**config.mk**
```make
export PLATFORM = sky130hd
export DESIGN_NAME = sha256_message_hasher_top
export DESIGN_NICKNAME = d
export VERILOG_FILES = /design/src/sha256_pkg.sv /design/src/sha256_front.sv /design/src/sha256_queue.sv /design/src/sha256_back.sv /design/src/sha256_message_hasher_top.sv
export SDC_FILE = /design/constraint.sdc
export NUM_CORES = 2
export LEC_CHECK = 0
export ABC_AREA = 1
export BUFFER_PORTS_ARGS = -buffer_cell sky130_fd_sc_hd__buf_2
export CORE_UTILIZATION = 25
export CTS_BUF_LIST = sky130_fd_sc_hd__clkbuf_16
export DETAILED_ROUTE_END_ITERATION = 8
export MAX_ROUTING_LAYER = met4
export PLACE_DENSITY = 0.48
export SYNTH_ARGS = -nofsm -noshare
export SYNTH_HDL_FRONTEND = slang
export SYNTH_HIERARCHICAL = 1
export SYNTH_SLANG_ARGS = --single-unit
```
**constraint.sdc**
```tcl
create_clock -name clock -period 21.7 [get_ports clock]
set_input_delay 1.085 -clock clock [delete_from_list [all_inputs] [get_ports clock]]
set_output_delay 1.085 -clock clock [all_outputs]
set_load 0.1 [all_outputs]
```
**src/sha256_pkg.sv**
```systemverilog
package sha256_pkg;

   localparam int WordWidth = 32;
   localparam int BlockWords = 16;
   localparam int QueueDepth = 4;

   typedef logic [WordWidth-1:0] word_type;

   // front to back: one word to append, plus how to finish the block
   typedef struct packed {
      word_type word;
      logic     flush;
   } cmd_type;

   typedef enum logic [2:0] {
      BK_IDLE,
      BK_ROUND,
      BK_ADD,
      BK_OUT
   } back_state_type;

   typedef enum logic [2:0] {
      FR_IDLE,
      FR_MARK,
      FR_ZERO,
      FR_LEN_HI,
      FR_LEN_LO
   } front_state_type;

   localparam word_type InitHash [8] = '{
      32'h6a09e667, 32'hbb67ae85, 32'h3c6ef372, 32'ha54ff53a,
      32'h510e527f, 32'h9b05688c, 32'h1f83d9ab, 32'h5be0cd19
   };

   localparam word_type RoundConst [64] = '{
      32'h428a2f98, 32'h71374491, 32'hb5c0fbcf, 32'he9b5dba5,
      32'h3956c25b, 32'h59f111f1, 32'h923f82a4, 32'hab1c5ed5,
      32'hd807aa98, 32'h12835b01, 32'h243185be, 32'h550c7dc3,
      32'h72be5d74, 32'h80deb1fe, 32'h9bdc06a7, 32'hc19bf174,
      32'he49b69c1, 32'hefbe4786, 32'h0fc19dc6, 32'h240ca1cc,
      32'h2de92c6f, 32'h4a7484aa, 32'h5cb0a9dc, 32'h76f988da,
      32'h983e5152, 32'ha831c66d, 32'hb00327c8, 32'hbf597fc7,
      32'hc6e00bf3, 32'hd5a79147, 32'h06ca6351, 32'h14292967,
      32'h27b70a85, 32'h2e1b2138, 32'h4d2c6dfc, 32'h53380d13,
      32'h650a7354, 32'h766a0abb, 32'h81c2c92e, 32'h92722c85,
      32'ha2bfe8a1, 32'ha81a664b, 32'hc24b8b70, 32'hc76c51a3,
      32'hd192e819, 32'hd6990624, 32'hf40e3585, 32'h106aa070,
      32'h19a4c116, 32'h1e376c08, 32'h2748774c, 32'h34b0bcb5,
      32'h391c0cb3, 32'h4ed8aa4a, 32'h5b9cca4f, 32'h682e6ff3,
      32'h748f82ee, 32'h78a5636f, 32'h84c87814, 32'h8cc70208,
      32'h90befffa, 32'ha4506ceb, 32'hbef9a3f7, 32'hc67178f2
   };

   function automatic word_type rotr(word_type x, int n);
      return (x >> n) | (x << (WordWidth - n));
   endfunction

endpackage

```
**src/sha256_front.sv**
```systemverilog
module sha256_front (
   input  logic                clock,
   input  logic                reset,
   input  logic [31:0]         req_data_word,
   input  logic [2:0]          req_byte_count,
   input  logic                req_message_end,
   input  logic                req_valid,
   output logic                req_ready,
   output sha256_pkg::cmd_type cmd,
   output logic                cmd_valid,
   input  logic                cmd_ready
);
   import sha256_pkg::*;

   front_state_type state_ff, state_in;
   logic [3:0]  fill_ff, fill_in;
   logic [63:0] bits_ff, bits_in;
   logic [2:0]  cnt;
   word_type    mask, mark;

   always_comb begin
      cnt = (req_byte_count > 3'd4) ? 3'd4 : req_byte_count;
      case (cnt)
         3'd0: begin mask = 32'h00000000; mark = 32'h80000000; end
         3'd1: begin mask = 32'hff000000; mark = 32'h00800000; end
         3'd2: begin mask = 32'hffff0000; mark = 32'h00008000; end
         3'd3: begin mask = 32'hffffff00; mark = 32'h00000080; end
         default: begin mask = 32'hffffffff; mark = 32'h00000000; end
      endcase
   end

   always_ff @(posedge clock) begin
      if (reset) begin
         state_ff <= FR_IDLE;
         fill_ff  <= '0;
         bits_ff  <= '0;
      end else begin
         state_ff <= state_in;
         fill_ff  <= fill_in;
         bits_ff  <= bits_in;
      end
   end

   always_comb begin
      state_in  = state_ff;
      fill_in   = fill_ff;
      bits_in   = bits_ff;
      req_ready = 1'b0;
      cmd_valid = 1'b0;
      cmd.word  = '0;
      cmd.flush = 1'b0;
      case (state_ff)
         FR_IDLE: begin
            req_ready = cmd_ready;
            cmd_valid = req_valid;
            if (req_message_end) begin
               cmd.word = (req_data_word & mask) | mark;
            end else begin
               cmd.word = req_data_word;
            end
            if (req_valid && cmd_ready) begin
               fill_in = fill_ff + 4'd1;
               if (req_message_end) begin
                  bits_in  = bits_ff + 64'(8 * cnt);
                  state_in = (cnt == 3'd4) ? FR_MARK : FR_ZERO;
               end else begin
                  bits_in = bits_ff + 64'd32;
               end
            end
         end
         FR_MARK: begin
            cmd_valid = 1'b1;
            cmd.word  = 32'h80000000;
            if (cmd_ready) begin
               fill_in  = fill_ff + 4'd1;
               state_in = FR_ZERO;
            end
         end
         FR_ZERO: begin
            // zero fill until two words remain, or past them into the next block
            if (fill_ff == 4'd14) begin
               state_in = FR_LEN_HI;
            end else begin
               cmd_valid = 1'b1;
               if (cmd_ready) fill_in = fill_ff + 4'd1;
            end
         end
         FR_LEN_HI: begin
            cmd_valid = 1'b1;
            cmd.word  = bits_ff[63:32];
            if (cmd_ready) begin
               fill_in  = fill_ff + 4'd1;
               state_in = FR_LEN_LO;
            end
         end
         FR_LEN_LO: begin
            cmd_valid = 1'b1;
            cmd.word  = bits_ff[31:0];
            cmd.flush = 1'b1;
            if (cmd_ready) begin
               fill_in  = '0;
               bits_in  = '0;
               state_in = FR_IDLE;
            end
         end
         default: state_in = FR_IDLE;
      endcase
   end

endmodule

```
**src/sha256_queue.sv**
```systemverilog
module sha256_queue #(
   parameter int Depth = sha256_pkg::QueueDepth
) (
   input  logic                clock,
   input  logic                reset,
   input  sha256_pkg::cmd_type in_cmd,
   input  logic                in_valid,
   output logic                in_ready,
   output sha256_pkg::cmd_type out_cmd,
   output logic                out_valid,
   input  logic                out_ready
);
   import sha256_pkg::*;

   localparam int Aw = (Depth > 1) ? $clog2(Depth) : 1;

   cmd_type       mem_ff [Depth];
   logic [Aw-1:0] wr_ff, wr_in, rd_ff, rd_in;
   logic [Aw:0]   cnt_ff, cnt_in;
   logic          push, pop;

   assign in_ready  = (cnt_ff != (Aw+1)'(Depth));
   assign out_valid = (cnt_ff != '0);
   assign out_cmd   = mem_ff[rd_ff];
   assign push      = in_valid && in_ready;
   assign pop       = out_valid && out_ready;

   always_comb begin
      wr_in  = push ? ((wr_ff == Aw'(Depth-1)) ? '0 : wr_ff + 1'b1) : wr_ff;
      rd_in  = pop ? ((rd_ff == Aw'(Depth-1)) ? '0 : rd_ff + 1'b1) : rd_ff;
      cnt_in = cnt_ff + (Aw+1)'(push) - (Aw+1)'(pop);
   end

   always_ff @(posedge clock) begin
      if (reset) begin
         wr_ff  <= '0;
         rd_ff  <= '0;
         cnt_ff <= '0;
      end else begin
         wr_ff  <= wr_in;
         rd_ff  <= rd_in;
         cnt_ff <= cnt_in;
      end
   end

   always_ff @(posedge clock) begin
      if (push) mem_ff[wr_ff] <= in_cmd;
   end

endmodule

```
**src/sha256_back.sv**
```systemverilog
module sha256_back (
   input  logic                clock,
   input  logic                reset,
   input  sha256_pkg::cmd_type cmd,
   input  logic                cmd_valid,
   output logic                cmd_ready,
   output logic [31:0]         rsp_digest_word,
   output logic [2:0]          rsp_digest_index,
   output logic                rsp_digest_last,
   output logic                rsp_valid,
   input  logic                rsp_ready
);
   import sha256_pkg::*;

   back_state_type state_ff, state_in;
   word_type   chain_ff [8];
   word_type   wv_ff [8];
   word_type   sched_ff [16];   // sliding message schedule window
   logic [3:0] fill_ff;
   logic [5:0] round_ff;
   logic       flush_ff;
   logic [2:0] idx_ff;
   word_type   w, s0, s1, wnext, t1, t2, big0, big1, ch, maj;
   logic       take;

   assign take = (state_ff == BK_IDLE) && cmd_valid;
   assign cmd_ready = (state_ff == BK_IDLE);
   assign rsp_valid = (state_ff == BK_OUT);
   assign rsp_digest_word  = chain_ff[idx_ff];
   assign rsp_digest_index = idx_ff;
   assign rsp_digest_last  = (idx_ff == 3'd7);

   always_comb begin
      w     = sched_ff[0];
      s0    = rotr(sched_ff[1], 7) ^ rotr(sched_ff[1], 18) ^ (sched_ff[1] >> 3);
      s1    = rotr(sched_ff[14], 17) ^ rotr(sched_ff[14], 19) ^ (sched_ff[14] >> 10);
      wnext = s1 + sched_ff[9] + s0 + sched_ff[0];
      big1  = rotr(wv_ff[4], 6) ^ rotr(wv_ff[4], 11) ^ rotr(wv_ff[4], 25);
      ch    = (wv_ff[4] & wv_ff[5]) ^ (~wv_ff[4] & wv_ff[6]);
      t1    = wv_ff[7] + big1 + ch + RoundConst[round_ff] + w;
      big0  = rotr(wv_ff[0], 2) ^ rotr(wv_ff[0], 13) ^ rotr(wv_ff[0], 22);
      maj   = (wv_ff[0] & wv_ff[1]) ^ (wv_ff[0] & wv_ff[2]) ^ (wv_ff[1] & wv_ff[2]);
      t2    = big0 + maj;
   end

   always_comb begin
      state_in = state_ff;
      case (state_ff)
         BK_IDLE:  if (take && fill_ff == 4'd15) state_in = BK_ROUND;
         BK_ROUND: if (round_ff == 6'd63) state_in = BK_ADD;
         BK_ADD:   state_in = flush_ff ? BK_OUT : BK_IDLE;
         BK_OUT:   if (rsp_ready && idx_ff == 3'd7) state_in = BK_IDLE;
         default:  state_in = BK_IDLE;
      endcase
   end

   always_ff @(posedge clock) begin
      if (reset) begin
         state_ff <= BK_IDLE;
         fill_ff  <= '0;
         round_ff <= '0;
         idx_ff   <= '0;
         flush_ff <= 1'b0;
         for (int i = 0; i < 8; i++) chain_ff[i] <= InitHash[i];
      end else begin
         state_ff <= state_in;
         case (state_ff)
            BK_IDLE: begin
               if (take) begin
                  fill_ff  <= fill_ff + 4'd1;
                  flush_ff <= cmd.flush;
                  round_ff <= '0;
               end
            end
            BK_ROUND: round_ff <= round_ff + 6'd1;
            BK_ADD: begin
               for (int i = 0; i < 8; i++) chain_ff[i] <= chain_ff[i] + wv_ff[i];
               idx_ff <= '0;
            end
            BK_OUT: begin
               if (rsp_ready) begin
                  idx_ff <= idx_ff + 3'd1;
                  if (idx_ff == 3'd7) begin
                     for (int i = 0; i < 8; i++) chain_ff[i] <= InitHash[i];
                  end
               end
            end
            default: ;
         endcase
      end
   end

   always_ff @(posedge clock) begin
      if (take) begin
         for (int i = 0; i < 15; i++) sched_ff[i] <= sched_ff[i+1];
         sched_ff[15] <= cmd.word;
         if (fill_ff == 4'd15) begin
            for (int i = 0; i < 8; i++) wv_ff[i] <= chain_ff[i];
         end
      end else if (state_ff == BK_ROUND) begin
         for (int i = 0; i < 15; i++) sched_ff[i] <= sched_ff[i+1];
         sched_ff[15] <= wnext;
         wv_ff[7] <= wv_ff[6];
         wv_ff[6] <= wv_ff[5];
         wv_ff[5] <= wv_ff[4];
         wv_ff[4] <= wv_ff[3] + t1;
         wv_ff[3] <= wv_ff[2];
         wv_ff[2] <= wv_ff[1];
         wv_ff[1] <= wv_ff[0];
         wv_ff[0] <= t1 + t2;
      end
   end

endmodule

```
**src/sha256_message_hasher_top.sv**
```systemverilog
// throughput: one word per cycle while a block fills, unless the queue is full or the front is padding, then
// the 64 compression rounds and the chain update, during which the back end takes no word
// digest words go out one per cycle while rsp_ready is high
// synchronous reset loads the initial hash values and empties the word queue
module sha256_message_hasher_top #(
   parameter int QueueDepth = sha256_pkg::QueueDepth
) (
   input  logic        clock,
   input  logic        reset,
   input  logic [31:0] req_data_word,
   input  logic [2:0]  req_byte_count,
   input  logic        req_message_end,
   input  logic        req_valid,
   output logic        req_ready,
   output logic [31:0] rsp_digest_word,
   output logic [2:0]  rsp_digest_index,
   output logic        rsp_digest_last,
   output logic        rsp_valid,
   input  logic        rsp_ready
);
   import sha256_pkg::*;

   cmd_type f_cmd, b_cmd;
   logic    f_valid, f_ready, b_valid, b_ready;

   sha256_front u_front (
      .clock, .reset, .req_data_word, .req_byte_count, .req_message_end,
      .req_valid, .req_ready,
      .cmd(f_cmd), .cmd_valid(f_valid), .cmd_ready(f_ready)
   );

   sha256_queue #(.Depth(QueueDepth)) u_queue (
      .clock, .reset,
      .in_cmd(f_cmd), .in_valid(f_valid), .in_ready(f_ready),
      .out_cmd(b_cmd), .out_valid(b_valid), .out_ready(b_ready)
   );

   sha256_back u_back (
      .clock, .reset,
      .cmd(b_cmd), .cmd_valid(b_valid), .cmd_ready(b_ready),
      .rsp_digest_word, .rsp_digest_index, .rsp_digest_last,
      .rsp_valid, .rsp_ready
   );

endmodule

```
==> summary.txt <==
Commonest cells post-synth: nand2_1 (1881), inv_1 (1109), edfxtp_1 (1028), nor2_1 (865), o21ai_0 (830)
area leader, netlist: edfxtp_1
Arrival @ worst endpoint: 9.99 ns
synthesized area: 80290 sq um
Initial Util: 25.18%
RSZ-0062 raised after global routing: no
share of power burned in registers: 23.8%
Post-Route WL: 352100 um
Crit path largest cell delay: 0.72 ns
Hold Slack: 0.3578 ns
CTS tree: yes
core footprint: 318800 sq um
H-Tree Depth: 4
final RePlAce weighted congestion: 0.9799
Crit. End Element: flop
Cells after DPL: 13520
Main synth FF type: edfxtp_1
Crit-path slowest cell: dfxtp_1
Synth cell types: 77
Max Cap Viol: 0
Synth top area share: 38.45%
Die ar.: 323400 sq um
post-CTS sizing: 0
postcts setup bufs: 0
Tcrit/Tclk final: 43.53%
Detailed Routing Iterations Pass 1: 8
first-pass GRT wire length: 495200 um
status: finished, final reports clean
Yosys warning total: 6
height of the die: 568.7 um
Pwr Density: 190.1 nW/um^2
Switching Fraction: 50.42%
clock period minus worst slack: 9.446 ns
io pins: 78
grt total ovfl: 0
Least-Margin Pin Slew: 1.221 ns
CP Launch Type: flop
peak supply drop: 0.3460 mV
initial antenna violation count: 15
post-route ant nets: 0
via count: 69360
worst min path class: flop to flop
end-of-flow core utilization: 28.40%
Root Driver: clkbuf_16
fmax: 105.9 MHz
max-slew violations: 0
Initial DRC Count: 7368
CTS buffer count: 161
post-synthesis average cell area: 8.570 sq um
ratio of cells with drive above 1 in the final layout: 6.091%
Setup CP Type: flop to flop
EDFF count, synth: 1028
Layout Cells excl Fill: 13810
Async SR Flop Fraction: 0%
TNS Setup: 0 ns
CP required: 22.25 ns
Synth Instances: 9369
post-synthesis sequential area ratio: 44.03%
clock tree buffer depth: 4
DR vias/cell: 5.021
flops & latches, synth: 1252
vias in the first global route: 66510
Final Net Count: 10040
final hold viol count: 0
Layout area overhead: 12.76%
# fillers: 34270
Clock transition at path regs: 0.06 ns
cell row count: 207
Setup-failing EPs final: 0
largest net degree at the start of global routing: 157
Gate power share: 61.0%
leakage power: 36.08 nW
DRC: 0
Post-CTS Hold Buffers: 0
Clk Latency, worst-skew pair: 0.88 ns
drt wl/cell: 25.49 um
relative slew slack: 18.60%
largest cells by area after synthesis: edfxtp_1 (38%), nand2_1 (8.8%), ha_1 (6.4%)
Max FO, Critical Path: 14
Post-DP Area: 85510 sq um
I/O Buffers: 77
total track usage: 21.78%
design area: 90530 sq um
worst clock skew: 0.1028 ns
post-DP HPWL: 275900 um
clock sinks: 1252
Clk pwr share: 15.1%
most frequent cell after synthesis: nand2_1
Psw: 0.008676 W
Syn Nets: 10020
Die Wd: 568.7 um
Power Internal: 0.008530 W
[worst max-delay path, delay by kind of cell (launching register included)]
| kind | cells | cell delay (ns) |
|---|---|---|
| fa+ha+maj | 7 | 3.06 |
| simple gates | 13 | 2.00 |
| compound gates | 7 | 1.93 |
| buf+inv | 7 | 0.86 |
| flops | 1 | 0.72 |
| xor+xnor | 1 | 0.56 |
[worst paths after layout]
check                                      to  slack [ns]  cells after the start                         startpoint
min reg2reg  u_back/sched_ff[0][74]$_DFFE_PP_        0.36                      0  u_back/sched_ff[0][106]$_DFFE_PP_
min          u_back/sched_ff[0][74]$_DFFE_PP_        0.36                      0  u_back/sched_ff[0][106]$_DFFE_PP_
max reg2reg     u_back/wv_ff[0][26]$_DFFE_PP_       12.25                     35    u_back/round_ff[1]$_SDFFE_PP0P_
max             u_back/wv_ff[0][26]$_DFFE_PP_       12.25                     35    u_back/round_ff[1]$_SDFFE_PP0P_
[cells in the final DEF, fill, tap and decap left out, types with 100 or more instances in the layout]
cell	instances
inv_1	1134
xnor2_1	156
dfxtp_1	218
nor2_1	859
nand2_1	1880
o21ai_0	829
ha_1	409
edfxtp_1	1028
nor3_1	100
nand3_1	381
clkbuf_16	167
xor2_1	193
a21oi_1	807
fa_1	197
[registers in the layout (all words and copies together) (netlist names), 3 cells and up, named ones only]
name / count
u_back/sched_ff: 512
u_queue/mem_ff: 132
u_back/fill_ff: 4
u_back/chain_ff: 256
u_queue/cnt_ff: 3
u_back/round_ff: 6
u_back/wv_ff: 256
u_front/bits_ff: 61
u_front/state_ff: 3
u_back/rsp_digest_index: 3
u_front/fill_ff: 4
[metrics by stage]
step	power (W)	setup slack, ns
after global placement	0.01451	12.41
final	0.01721	12.25
after global routing	0.01848	11.83
after floorplan	0.01101	1.694
after detailed placement	0.01451	12.38
after CTS	0.01721	12.30
[layout make-up]
cell class / count / area [sq um] / area share, %
well taps: 4284 / 5360 / 5.921
multi-input cells: 6693 / 39480 / 43.61
repair buffers: 158 / 1031 / 1.139
flip-flops and latches: 1252 / 35360 / 39.06
clock inverters: 122 / 825.8 / 0.9121
diodes: 7 / 17.52 / 0.01935
clock buffers: 167 / 4179 / 4.616
inverters: 1131 / 4274 / 4.721
[power groups by stage]
| stage | Sequential (W) | Combinational [W] | Clock, W |
|---|---|---|---|
| after floorplan | 0.00415 | 0.00685 | 0 |
| after global placement | 0.00413 | 0.0104 | 0 |
| after detailed placement | 0.00416 | 0.0103 | 0 |
| after CTS | 0.00411 | 0.0104 | 0.00268 |
| after global routing | 0.00416 | 0.0116 | 0.00276 |
| final | 0.00410 | 0.0105 | 0.00260 |
[cell families (layout without fill, tap and decap cells)]
logic type | after synthesis | in the layout | synth area share [%]
adders and majority gates | 612 | 612 | 11.36
and+or+nand+nor | 3477 | 3477 | 18.01
other | 0 | 7 | 0
buffers and inverters | 1424 | 1578 | 6.899
DFF | 1252 | 1252 | 44.03
xor gates and xnor gates | 351 | 351 | 3.829
muxes | 7 | 7 | 0.08727
AOI/OAI and AO/OA | 2246 | 2246 | 15.78
[per-layer routing]
layer	part of all wire [%]	wire (um)	global-route usage, %
met2	44	155500	33.00
met5	0	0	-
met4	4.5	15750	8.588
met3	6.7	23550	2.821
met1	45	157300	29.38
No activity file was read; power rests on OpenSTA's default activity.
